<file path="src/sv/sbpm_pkg.sv">
`timescale 1ns / 1ps
`default_nettype none

package sbpm_pkg;

  localparam int ColW   = 6;
  localparam int MagW   = 8;
  localparam int LevelW = 6;
  localparam int RowW   = 7;
  localparam int CountW = 8;
  localparam int ColorW = 32;
  localparam int AddrW  = 4;
  localparam int DataW  = 32;

  localparam logic [LevelW-1:0] MaxLevelReset   = 6'd31;
  localparam logic [CountW-1:0] BarPeriodReset  = 8'd2;
  localparam logic [CountW-1:0] PeakPeriodReset = 8'd7;
  localparam logic [ColorW-1:0] PeakColorReset  = 32'h00FF00FF;
  localparam logic [RowW-1:0]   LevelReset      = 7'd32;

  typedef enum logic {
    CMD_BAR   = 1'b0,
    CMD_PIXEL = 1'b1
  } cmd_e;

  typedef enum logic [1:0] {
    REG_MAX_LEVEL   = 2'd0,
    REG_BAR_PERIOD  = 2'd1,
    REG_PEAK_PERIOD = 2'd2,
    REG_PEAK_COLOR  = 2'd3
  } reg_e;

  typedef struct packed {
    logic [LevelW-1:0] max_level;
    logic [CountW-1:0] bar_period;
    logic [CountW-1:0] peak_period;
    logic [ColorW-1:0] peak_color;
  } cfg_t;

  typedef struct packed {
    logic [RowW-1:0]   bar_level;
    logic [CountW-1:0] bar_count;
    logic [RowW-1:0]   peak_level;
    logic [CountW-1:0] peak_count;
  } col_state_t;

  typedef struct packed {
    cmd_e            command;
    logic [RowW-1:0] row;
    logic            paint;
  } slot_t;

  typedef struct packed {
    slot_t [2:0]     slots;
    logic [1:0]      count;
    logic [ColW-1:0] column;
  } plan_t;

endpackage

`default_nettype wire

</file>
<file path="src/sv/sbpm_cfg.sv">
`timescale 1ns / 1ps
`default_nettype none

module sbpm_cfg
  import sbpm_pkg::*;
(
  input  wire logic             clk_i,
  input  wire logic             rst_ni,
  input  wire logic             psel,
  input  wire logic             penable,
  input  wire logic             pwrite,
  input  wire logic [AddrW-1:0] paddr,
  input  wire logic [DataW-1:0] pwdata,
  output logic      [DataW-1:0] prdata,
  output cfg_t                  cfg_o
);

  cfg_t cfg_q;
  reg_e sel;
  logic wr_en;

  assign sel   = reg_e'(paddr[3:2]);
  assign wr_en = psel & penable & pwrite;
  assign cfg_o = cfg_q;

  always_ff @(posedge clk_i or negedge rst_ni) begin
    if (!rst_ni) begin
      cfg_q.max_level   <= MaxLevelReset;
      cfg_q.bar_period  <= BarPeriodReset;
      cfg_q.peak_period <= PeakPeriodReset;
      cfg_q.peak_color  <= PeakColorReset;
    end else if (wr_en) begin
      case (sel)
        REG_MAX_LEVEL:   cfg_q.max_level   <= pwdata[LevelW-1:0];
        REG_BAR_PERIOD:  cfg_q.bar_period  <= pwdata[CountW-1:0];
        REG_PEAK_PERIOD: cfg_q.peak_period <= pwdata[CountW-1:0];
        REG_PEAK_COLOR:  cfg_q.peak_color  <= pwdata[ColorW-1:0];
        default: ;
      endcase
    end
  end

  always_comb begin
    case (sel)
      REG_MAX_LEVEL:   prdata = DataW'(cfg_q.max_level);
      REG_BAR_PERIOD:  prdata = DataW'(cfg_q.bar_period);
      REG_PEAK_PERIOD: prdata = DataW'(cfg_q.peak_period);
      REG_PEAK_COLOR:  prdata = DataW'(cfg_q.peak_color);
      default:         prdata = '0;
    endcase
  end

endmodule

`default_nettype wire

</file>
<file path="src/sv/sbpm_update.sv">
`timescale 1ns / 1ps
`default_nettype none

module sbpm_update
  import sbpm_pkg::*;
#(
  parameter int COLUMNS = 64
) (
  input  wire logic            clk_i,
  input  wire logic            rst_ni,
  input  wire cfg_t            cfg_i,
  input  wire logic            in_valid_i,
  output logic                 in_ready_o,
  input  wire logic [ColW-1:0] column_i,
  input  wire logic [MagW-1:0] magnitude_i,
  output logic                 plan_valid_o,
  input  wire logic            plan_ready_i,
  output plan_t                plan_o
);

  localparam int IdxW = (COLUMNS > 1) ? $clog2(COLUMNS) : 1;

  col_state_t        mem_q [COLUMNS];
  logic              vld_q [COLUMNS];
  col_state_t        rd_q;
  logic              rd_vld_q;
  logic              s1_valid_q;
  logic [ColW-1:0]   s1_col_q;
  logic [LevelW-1:0] s1_level_q;
  logic              fwd_valid_q;
  logic [IdxW-1:0]   fwd_idx_q;
  col_state_t        fwd_st_q;

  logic              accept;
  logic              in_range;
  logic [IdxW-1:0]   in_idx;
  logic [IdxW-1:0]   s1_idx;
  logic [LevelW-1:0] level_d;
  logic              s1_move;
  col_state_t        cur;
  col_state_t        nxt;
  logic [RowW-1:0]   lvl;
  logic [RowW-1:0]   lvl_up;
  logic              bar_hit;
  logic              bar_fire;
  logic              peak_hit;
  logic              peak_fire;
  logic [CountW-1:0] bc_inc;
  logic [CountW-1:0] pc_inc;
  logic              bar_any;
  logic              peak_any;
  slot_t             bar_slot;
  slot_t             erase_slot;
  slot_t             draw_slot;

  assign accept   = in_valid_i & in_ready_o;
  assign in_range = int'(column_i) < COLUMNS;
  assign in_idx   = IdxW'(column_i);
  assign s1_idx   = IdxW'(s1_col_q);
  assign level_d  = (magnitude_i > MagW'(cfg_i.max_level)) ? cfg_i.max_level
                                                            : magnitude_i[LevelW-1:0];

  always_comb begin
    if (fwd_valid_q && (fwd_idx_q == s1_idx)) begin
      cur = fwd_st_q;
    end else if (rd_vld_q) begin
      cur = rd_q;
    end else begin
      cur.bar_level  = LevelReset;
      cur.bar_count  = '0;
      cur.peak_level = LevelReset;
      cur.peak_count = '0;
    end
  end

  assign lvl       = RowW'(s1_level_q);
  assign lvl_up    = lvl + 7'd1;
  assign bar_hit   = lvl >= cur.bar_level;
  assign bc_inc    = cur.bar_count + 8'd1;
  assign bar_fire  = !bar_hit && (bc_inc >= cfg_i.bar_period);
  assign peak_hit  = cur.peak_level <= lvl_up;
  assign pc_inc    = cur.peak_count + 8'd1;
  assign peak_fire = !peak_hit && (pc_inc >= cfg_i.peak_period);
  assign bar_any   = bar_hit | bar_fire;
  assign peak_any  = peak_hit | peak_fire;

  always_comb begin
    nxt = cur;
    if (bar_hit) begin
      nxt.bar_level = lvl;
    end else begin
      nxt.bar_count = bar_fire ? '0 : bc_inc;
      if (bar_fire && (cur.bar_level != '0)) begin
        nxt.bar_level = cur.bar_level - 7'd1;
      end
    end
    if (peak_hit) begin
      nxt.peak_level = lvl_up;
    end else begin
      nxt.peak_count = peak_fire ? '0 : pc_inc;
      if (peak_fire && (cur.peak_level != '0)) begin
        nxt.peak_level = cur.peak_level - 7'd1;
      end
    end
  end

  always_comb begin
    bar_slot.command   = bar_hit ? CMD_BAR : CMD_PIXEL;
    bar_slot.row       = bar_hit ? lvl : cur.bar_level;
    bar_slot.paint     = 1'b0;
    erase_slot.command = CMD_PIXEL;
    erase_slot.row     = cur.peak_level;
    erase_slot.paint   = 1'b0;
    draw_slot.command  = CMD_PIXEL;
    draw_slot.row      = nxt.peak_level;
    draw_slot.paint    = 1'b1;
    plan_o.column      = s1_col_q;
    plan_o.count       = {peak_any, bar_any ^ 1'b0} + {1'b0, peak_any & 1'b0};
    if (bar_any) begin
      plan_o.slots = {draw_slot, erase_slot, bar_slot};
    end else begin
      plan_o.slots = {draw_slot, draw_slot, erase_slot};
    end
  end

  assign plan_valid_o = s1_valid_q & (plan_o.count != 2'd0);
  assign s1_move      = s1_valid_q & (plan_ready_i | (plan_o.count == 2'd0));
  assign in_ready_o   = !s1_valid_q | s1_move;

  always_ff @(posedge clk_i or negedge rst_ni) begin
    if (!rst_ni) begin
      s1_valid_q  <= 1'b0;
      fwd_valid_q <= 1'b0;
    end else begin
      if (in_ready_o) begin
        s1_valid_q <= accept & in_range;
      end
      if (s1_move) begin
        fwd_valid_q <= 1'b1;
      end
    end
  end

  always_ff @(posedge clk_i) begin
    if (accept) begin
      s1_col_q   <= column_i;
      s1_level_q <= level_d;
      rd_q       <= mem_q[in_idx];
    end
    if (s1_move) begin
      mem_q[s1_idx] <= nxt;
      fwd_idx_q     <= s1_idx;
      fwd_st_q      <= nxt;
    end
  end

  always_ff @(posedge clk_i or negedge rst_ni) begin
    if (!rst_ni) begin
      for (int i = 0; i < COLUMNS; i++) begin
        vld_q[i] <= 1'b0;
      end
      rd_vld_q <= 1'b0;
    end else begin
      if (accept) begin
        rd_vld_q <= vld_q[in_idx];
      end
      if (s1_move) begin
        vld_q[s1_idx] <= 1'b1;
      end
    end
  end

endmodule

`default_nettype wire

</file>
<file path="src/sv/sbpm_emit.sv">
`timescale 1ns / 1ps
`default_nettype none

module sbpm_emit
  import sbpm_pkg::*;
(
  input  wire logic              clk_i,
  input  wire logic              rst_ni,
  input  wire logic [ColorW-1:0] peak_color_i,
  input  wire logic              plan_valid_i,
  output logic                   plan_ready_o,
  input  wire plan_t             plan_i,
  output logic                   out_valid_o,
  input  wire logic              out_ready_i,
  output cmd_e                   out_command_o,
  output logic      [ColW-1:0]   out_column_o,
  output logic      [RowW-1:0]   out_row_o,
  output logic      [ColorW-1:0] out_color_o,
  output logic                   out_last_o
);

  logic            p_valid_q;
  plan_t           plan_q;
  logic [1:0]      k_q;
  logic            o_valid_q;
  cmd_e            o_cmd_q;
  logic [ColW-1:0] o_col_q;
  logic [RowW-1:0] o_row_q;
  logic            o_paint_q;
  logic            o_last_q;

  logic            o_load;
  logic            is_last;
  logic            p_done;
  slot_t           cur_slot;

  always_comb begin
    case (k_q)
      2'd0:    cur_slot = plan_q.slots[0];
      2'd1:    cur_slot = plan_q.slots[1];
      default: cur_slot = plan_q.slots[2];
    endcase
  end

  assign o_load       = p_valid_q & (!o_valid_q | out_ready_i);
  assign is_last      = k_q == (plan_q.count - 2'd1);
  assign p_done       = o_load & is_last;
  assign plan_ready_o = !p_valid_q | p_done;

  always_ff @(posedge clk_i or negedge rst_ni) begin
    if (!rst_ni) begin
      p_valid_q <= 1'b0;
      k_q       <= '0;
      o_valid_q <= 1'b0;
    end else begin
      if (plan_ready_o) begin
        p_valid_q <= plan_valid_i;
      end
      if (o_load) begin
        k_q <= is_last ? 2'd0 : k_q + 2'd1;
      end
      if (o_load) begin
        o_valid_q <= 1'b1;
      end else if (out_ready_i) begin
        o_valid_q <= 1'b0;
      end
    end
  end

  always_ff @(posedge clk_i) begin
    if (plan_ready_o && plan_valid_i) begin
      plan_q <= plan_i;
    end
    if (o_load) begin
      o_cmd_q   <= cur_slot.command;
      o_col_q   <= plan_q.column;
      o_row_q   <= cur_slot.row;
      o_paint_q <= cur_slot.paint;
      o_last_q  <= is_last;
    end
  end

  assign out_valid_o   = o_valid_q;
  assign out_command_o = o_cmd_q;
  assign out_column_o  = o_col_q;
  assign out_row_o     = o_row_q;
  assign out_color_o   = o_paint_q ? peak_color_i : '0;
  assign out_last_o    = o_last_q;

endmodule

`default_nettype wire

</file>
<file path="src/sv/spectrum_bar_peak_meter_top.sv">
// Spectrum bar meter with a falling peak marker per display column.
// The slave stream takes one transfer per column: a column index and a
// magnitude. For each transfer the block sends zero to three draw commands
// on the master stream: a bar draw or top-pixel erase, then a marker erase
// and a marker draw. tlast marks the final command of one input transfer.
// Registers sit on an APB port at byte addresses 0, 4, 8 and 12. The user
// must write them only while the block is idle; it does not enforce this.
// The first command of an input passes the update stage and the plan
// register before it loads the output register. The output command
// sequencer sends the commands of one input in turn and takes the next
// plan as it loads the last one. Column state lives in one memory that is
// read on input, written one stage later, with the newest write forwarded.
// After reset every column holds bar and marker at row 32 with cleared
// counters; per-column valid bits give this at once, with no clearing pass.
// A stalled master side holds the output register and backs up the stages,
// so no transfer is lost or repeated.
`timescale 1ns / 1ps
`default_nettype none

module spectrum_bar_peak_meter_top
  import sbpm_pkg::*;
#(
  parameter int COLUMNS = 64
) (
  input  wire logic             clk_i,
  input  wire logic             rst_ni,
  input  wire logic             psel,
  input  wire logic             penable,
  input  wire logic             pwrite,
  input  wire logic [AddrW-1:0] paddr,
  input  wire logic [DataW-1:0] pwdata,
  output logic      [DataW-1:0] prdata,
  output logic                  pready,
  input  wire logic             s_axis_tvalid,
  output logic                  s_axis_tready,
  // [5:0] column, [13:6] magnitude, [15:14] zero.
  input  wire logic [15:0]      s_axis_tdata,
  output logic                  m_axis_tvalid,
  input  wire logic             m_axis_tready,
  // [5:0] draw_column, [12:6] row, [44:13] color, [47:45] zero.
  output logic      [47:0]      m_axis_tdata,
  // [0] command.
  output logic                  m_axis_tuser,
  output logic                  m_axis_tlast
);

  cfg_t            cfg;
  logic            plan_valid;
  logic            plan_ready;
  plan_t           plan;
  cmd_e            out_cmd;
  logic [ColW-1:0] out_col;
  logic [RowW-1:0] out_row;
  logic [ColorW-1:0] out_color;

  assign pready = 1'b1;

  sbpm_cfg u_cfg (
    .clk_i   (clk_i),
    .rst_ni  (rst_ni),
    .psel    (psel),
    .penable (penable),
    .pwrite  (pwrite),
    .paddr   (paddr),
    .pwdata  (pwdata),
    .prdata  (prdata),
    .cfg_o   (cfg)
  );

  sbpm_update #(
    .COLUMNS (COLUMNS)
  ) u_update (
    .clk_i        (clk_i),
    .rst_ni       (rst_ni),
    .cfg_i        (cfg),
    .in_valid_i   (s_axis_tvalid),
    .in_ready_o   (s_axis_tready),
    .column_i     (s_axis_tdata[5:0]),
    .magnitude_i  (s_axis_tdata[13:6]),
    .plan_valid_o (plan_valid),
    .plan_ready_i (plan_ready),
    .plan_o       (plan)
  );

  sbpm_emit u_emit (
    .clk_i         (clk_i),
    .rst_ni        (rst_ni),
    .peak_color_i  (cfg.peak_color),
    .plan_valid_i  (plan_valid),
    .plan_ready_o  (plan_ready),
    .plan_i        (plan),
    .out_valid_o   (m_axis_tvalid),
    .out_ready_i   (m_axis_tready),
    .out_command_o (out_cmd),
    .out_column_o  (out_col),
    .out_row_o     (out_row),
    .out_color_o   (out_color),
    .out_last_o    (m_axis_tlast)
  );

  assign m_axis_tdata = {3'b000, out_color, out_row, out_col};
  assign m_axis_tuser = out_cmd;

endmodule

`default_nettype wire
</file>
<file path="config.mk">
export PLATFORM = sky130hd
export DESIGN_NAME = spectrum_bar_peak_meter_top
export DESIGN_NICKNAME = d
export VERILOG_FILES = /design/src/sv/sbpm_pkg.sv /design/src/sv/sbpm_cfg.sv /design/src/sv/sbpm_update.sv /design/src/sv/sbpm_emit.sv /design/src/sv/spectrum_bar_peak_meter_top.sv
export SDC_FILE = /design/constraint.sdc
export NUM_CORES = 2
export LEC_CHECK = 0
export ABC_CLOCK_PERIOD_IN_PS = 9150
export BUFFER_PORTS_ARGS = -buffer_cell sky130_fd_sc_hd__buf_4
export CORE_MARGIN = 2
export CORE_UTILIZATION = 35
export CTS_BUF_LIST = sky130_fd_sc_hd__clkbuf_4
export DETAILED_ROUTE_END_ITERATION = 10
export GPL_TIMING_DRIVEN = 0
export PLACE_DENSITY = 0.45
export SLEW_MARGIN = 25
export SYNTH_ARGS = -nofsm -noshare
export SYNTH_HDL_FRONTEND = slang
export SYNTH_HIERARCHICAL = 1
export SYNTH_SLANG_ARGS = --single-unit
</file>
<file path="constraint.sdc">
create_clock -name clk_i -period 9.15 [get_ports clk_i]
set_clock_uncertainty 0.05 [all_clocks]
set_input_delay 0.4575 -clock clk_i [delete_from_list [all_inputs] [get_ports clk_i]]
set_output_delay 0.4575 -clock clk_i [all_outputs]
set_load 0.05 [all_outputs]
</file>
==> flow_summary_export.csv <==
group,metric,value,unit
cts,cts_buffers,606,
worst_setup_path,cp.required,10150,ps
routing,drtIter0Drc,4473,
timing,finalHoldViolCount,0,
yosys,syn_area,86000,um2
finish,final_nets,5191,
finish,syn2layout_area_growth,23.2,%
worst_setup_path,cp-end-kind,"flip-flop",
routing,via_count,45947,
finish,final_common_cell,"edfxtp_1",
cts,cts_htree_levels,6,
routing,avgRoutedWirePerCell,30.5,um
timing,worstMarginPinSlew,1090,ps
yosys,synth.distinct_cells,93,
run,max-cap-violations,0,
global_routing,grt_usage,0.213,
yosys,synth.avg_cell_area,22.2,um2
worst_setup_path,r2r_slack,1070,ps
hold_path,holdCritStartpoint,"paddr[2]",
cts,clock_latency,1440,ps
yosys,ys_warn_count,6,
hold_path,min_to,"u_cfg/cfg_o[38]$_DFFE_PN0P_",
cts,clockRootBuffer,"clkbuf_4",
global_routing,use_met2,0.344,
pwr,p_leak,35.6,nW
die,rows,181,
timing,finalCritPeriodShare,0.884,
yosys,synth_edf_count,2049,
yosys,synthTopCellsByArea,"edfxtp_1 72%, mux4_2 17%, dfrtp_1 2.9%, dfstp_2 0.76%, mux2_2 0.76%",
yosys,yosysSeqAreaShare,0.752,
global_routing,grt_max_degree,76,
pwr,peakVddDrop,0.000397,V
cts,cts_hold_buf,135,
timing,max_freq,124,MHz
global_routing,grt_pass1_vias,47764,
die,die_area,250000,um2
die,io_pins,144,
global_routing,grt_overflow,0,
cts,cts.sinks,2174,
cts,cts_resized,0,
worst_setup_path,r2r-end,"u_update/mem_q[57][27]$_DFFE_PP_",
outcome,status,"completed",
die,initial_core_util,0.353,
place,io_buffers,133,
timing,setup_violations,0,
yosys,async_flop_share,0.0575,
routing,drt-total-wl,266000,um
finish,fin_area,106000,um2
place,dp_hpwl,188000,um
cts,cts_tree,"yes",
timing,rsz0062_at_grt,"no",
worst_setup_path,timing.rr.start,"u_update/s1_col_q[4]$_DFFE_PP_",
finish,layout-drive-gt1-share,0.435,
hold_path,min_path_cells,4,
hold_path,hold_class,"input port to flip-flop",
global_routing,antenna_found_initial,19,
routing,via_per_inst,5.27,
routing,drc,0,
finish,fillers,21306,
yosys,synth_top_cell_area_share,0.716,
place,dpl_cell_area,97000,um2
global_routing,grt.busiest_layer,"met2",
yosys,ys.flop_type,"edfxtp_1",
timing,drv_slew,0,
cts,clk_pin_slew,60,ps
finish,layout_common_cells,"2,049 x edfxtp_1, 888 x clkbuf_4, 657 x mux4_2, 289 x buf_4, 134 x dlygate4sd3_1",
routing,ant_nets,0,
pwr,p_total,0.0390,W
die,die_h,500,um
routing,first_pass_iters,5,
global_routing,grt_first_pass_wirelength,371000,um
worst_setup_path,reg2regPathDepth,24,
yosys,synth_seq_cells,2174,
pwr,p_per_area,368,nW/um2
cts,post-cts-setup-buffer-count,0,
timing,max_slew_margin,0.271,
cts,clockBufferDepth,4,
timing,fin_crit,8080,ps
die,core_area,244000,um2
worst_setup_path,cp-start-kind,"flip-flop",
worst_setup_path,arrival,9090,ps
global_routing,grtUsageMet3,0.0484,
worst_setup_path,crit_fanout,10,
place,gp_congestion,0.865,
yosys,syn_inst,3869,
global_routing,grt_util_met1,0.290,
worst_setup_path,crit_type,"flip-flop to flip-flop",
yosys,synth_largest_area_cell,"edfxtp_1",
die,die_w,500,um
==> sequential cells by signal, indices dropped and copies added, names as in the netlist <==
signal	flops
u_update/rd_vld_q	1
u_update/mem_q	1920
u_emit/k_q	2
u_emit/o_paint_q	1
u_update/fwd_valid_q	1
u_update/s1_level_q	6
u_emit/out_row_o	7
u_update/rd_q	30
u_update/s1_valid_q	1
u_emit/out_command_o	1
u_emit/p_valid_q	1
u_emit/out_last_o	1
u_cfg/cfg_o	54
u_emit/plan_q	35
u_update/fwd_idx_q	6
u_emit/out_valid_o	1
u_update/s1_col_q	6
u_emit/out_column_o	6
u_update/fwd_st_q	30
u_update/vld_q	64
==> per-stage QoR <==
stage / hold WS [ps] / setup slack [ps] / util / instances / setup TNS, ps
3_3_place_gp: 355 / -5210 / 0.373 / 7208 / -7127110
2_1_floorplan: 112 / 942 / - / 3873 / 0
3_5_place_dp: 357 / 1190 / 0.398 / 7547 / 0
6_report: 165 / 1070 / 0.435 / 8713 / 0
5_1_grt: 103 / 724 / 0.435 / 8704 / 0
4_1_cts: 1.17 / 1140 / 0.435 / 8702 / 0
==> cell usage after synthesis, types with 4 or more instances <==
master and instances:
a211oi_1 4, a21o_1 9, a21oi_1 59, a22oi_1 10, a31oi_1 6, and2_1 33, and3_1 34, buf_1 58
buf_2 16, buf_4 31, buf_6 5, clkbuf_1 117, conb_1 4, dfrtp_1 100, dfstp_2 25, edfxtp_1 2049
ha_1 44, inv_1 43, mux2_2 58, mux2_4 8, mux2i_1 7, mux4_2 657, nand2_1 89, nand2b_1 17
nand3_1 33, nand3b_1 6, nand4_1 5, nor2_1 67, nor3_1 29, nor4_1 11, o211ai_1 10, o21a_1 10
o21ai_0 34, o21bai_1 39, o21bai_2 4, o22ai_1 10, or2_1 16, or2_2 7, or3_1 5, xnor2_1 14
xor2_1 12
==> final cells by class <==
cell class | instances | area [um2] | area share
buffer | 227 | 1110 | 0.0104
multi-input combinational | 1428 | 20900 | 0.197
antenna | 11 | 27.5 | 0.000260
timing repair buffer | 607 | 7570 | 0.0715
clock buffer | 888 | 6670 | 0.0629
inverter | 44 | 165 | 0.00156
clock inverter | 132 | 801 | 0.00756
sequential | 2174 | 64700 | 0.611
tap | 3202 | 4010 | 0.0378
==> logic make-up (layout without fill, tap and decap cells) <==
kind of cell	Yosys count	in the layout	synth area share
adder cells (fa/ha/maj)	44	44	0.00640
AO/OA/AOI/OAI	238	238	0.0188
buffers and inverters	271	1898	0.0139
flip-flops	2174	2174	0.752
multiplexers	731	731	0.182
AND/OR/NAND/NOR	381	381	0.0235
other	4	19	0.000175
XOR/XNOR	26	26	0.00265
==> worst max-delay path by stage <==
| stage | startpoint | end | slack, ps | depth (start not counted) |
|---|---|---|---|---|
| final | u_update/s1_col_q[4]$_DFFE_PP_ | u_update/mem_q[57][27]$_DFFE_PP_ | 1070 | 24 |
| after detailed placement | u_update/s1_col_q[4]$_DFFE_PP_ | u_update/mem_q[57][27]$_DFFE_PP_ | 1190 | 25 |
| after CTS | u_update/s1_col_q[4]$_DFFE_PP_ | u_update/mem_q[57][27]$_DFFE_PP_ | 1140 | 24 |
| after floorplan | u_update/s1_col_q[4]$_DFFE_PP_ | u_update/mem_q[26][0]$_DFFE_PP_ | 940 | 20 |
| after global placement | u_update/s1_col_q[4]$_DFFE_PP_ | u_update/mem_q[59][26]$_DFFE_PP_ | -5210 | 21 |
| after global routing | u_update/s1_col_q[4]$_DFFE_PP_ | u_update/mem_q[57][27]$_DFFE_PP_ | 720 | 24 |
==> per-layer routing <==
metal | wire length [um] | vias up
met3 | 18300 | 358
met4 | 5710 | 4
met2 | 129000 | 1777
li1 | - | 19198
met1 | 113000 | 24610
met5 | 27 | -
==> power breakdown <==
part	switching [W]	internal, W
clock	0.00402	0.00470
sequential	0.000352	0.0159
combinational	0.00942	0.00458
total	0.0138	0.0252
==> worst max-delay path, stage by stage, from the launching register on <==
cell and delay, ps:
edfxtp_1 420, buf_2 210, xor2_1 200, or4b_1 630, buf_4 240, nor2_4 240
a21boi_0 370, inv_1 140, ha_1 240, or3b_2 530, xor2_1 190, ha_1 230
a211oi_1 160, o21ai_0 150, a221o_1 490, nor2_1 240, clkbuf_1 430, a31o_2 320
buf_4 220, nand2_1 330, nor4_2 650, buf_2 320, buf_2 230, buf_2 220
buf_2 240
(Power assumes the default switching activity.)
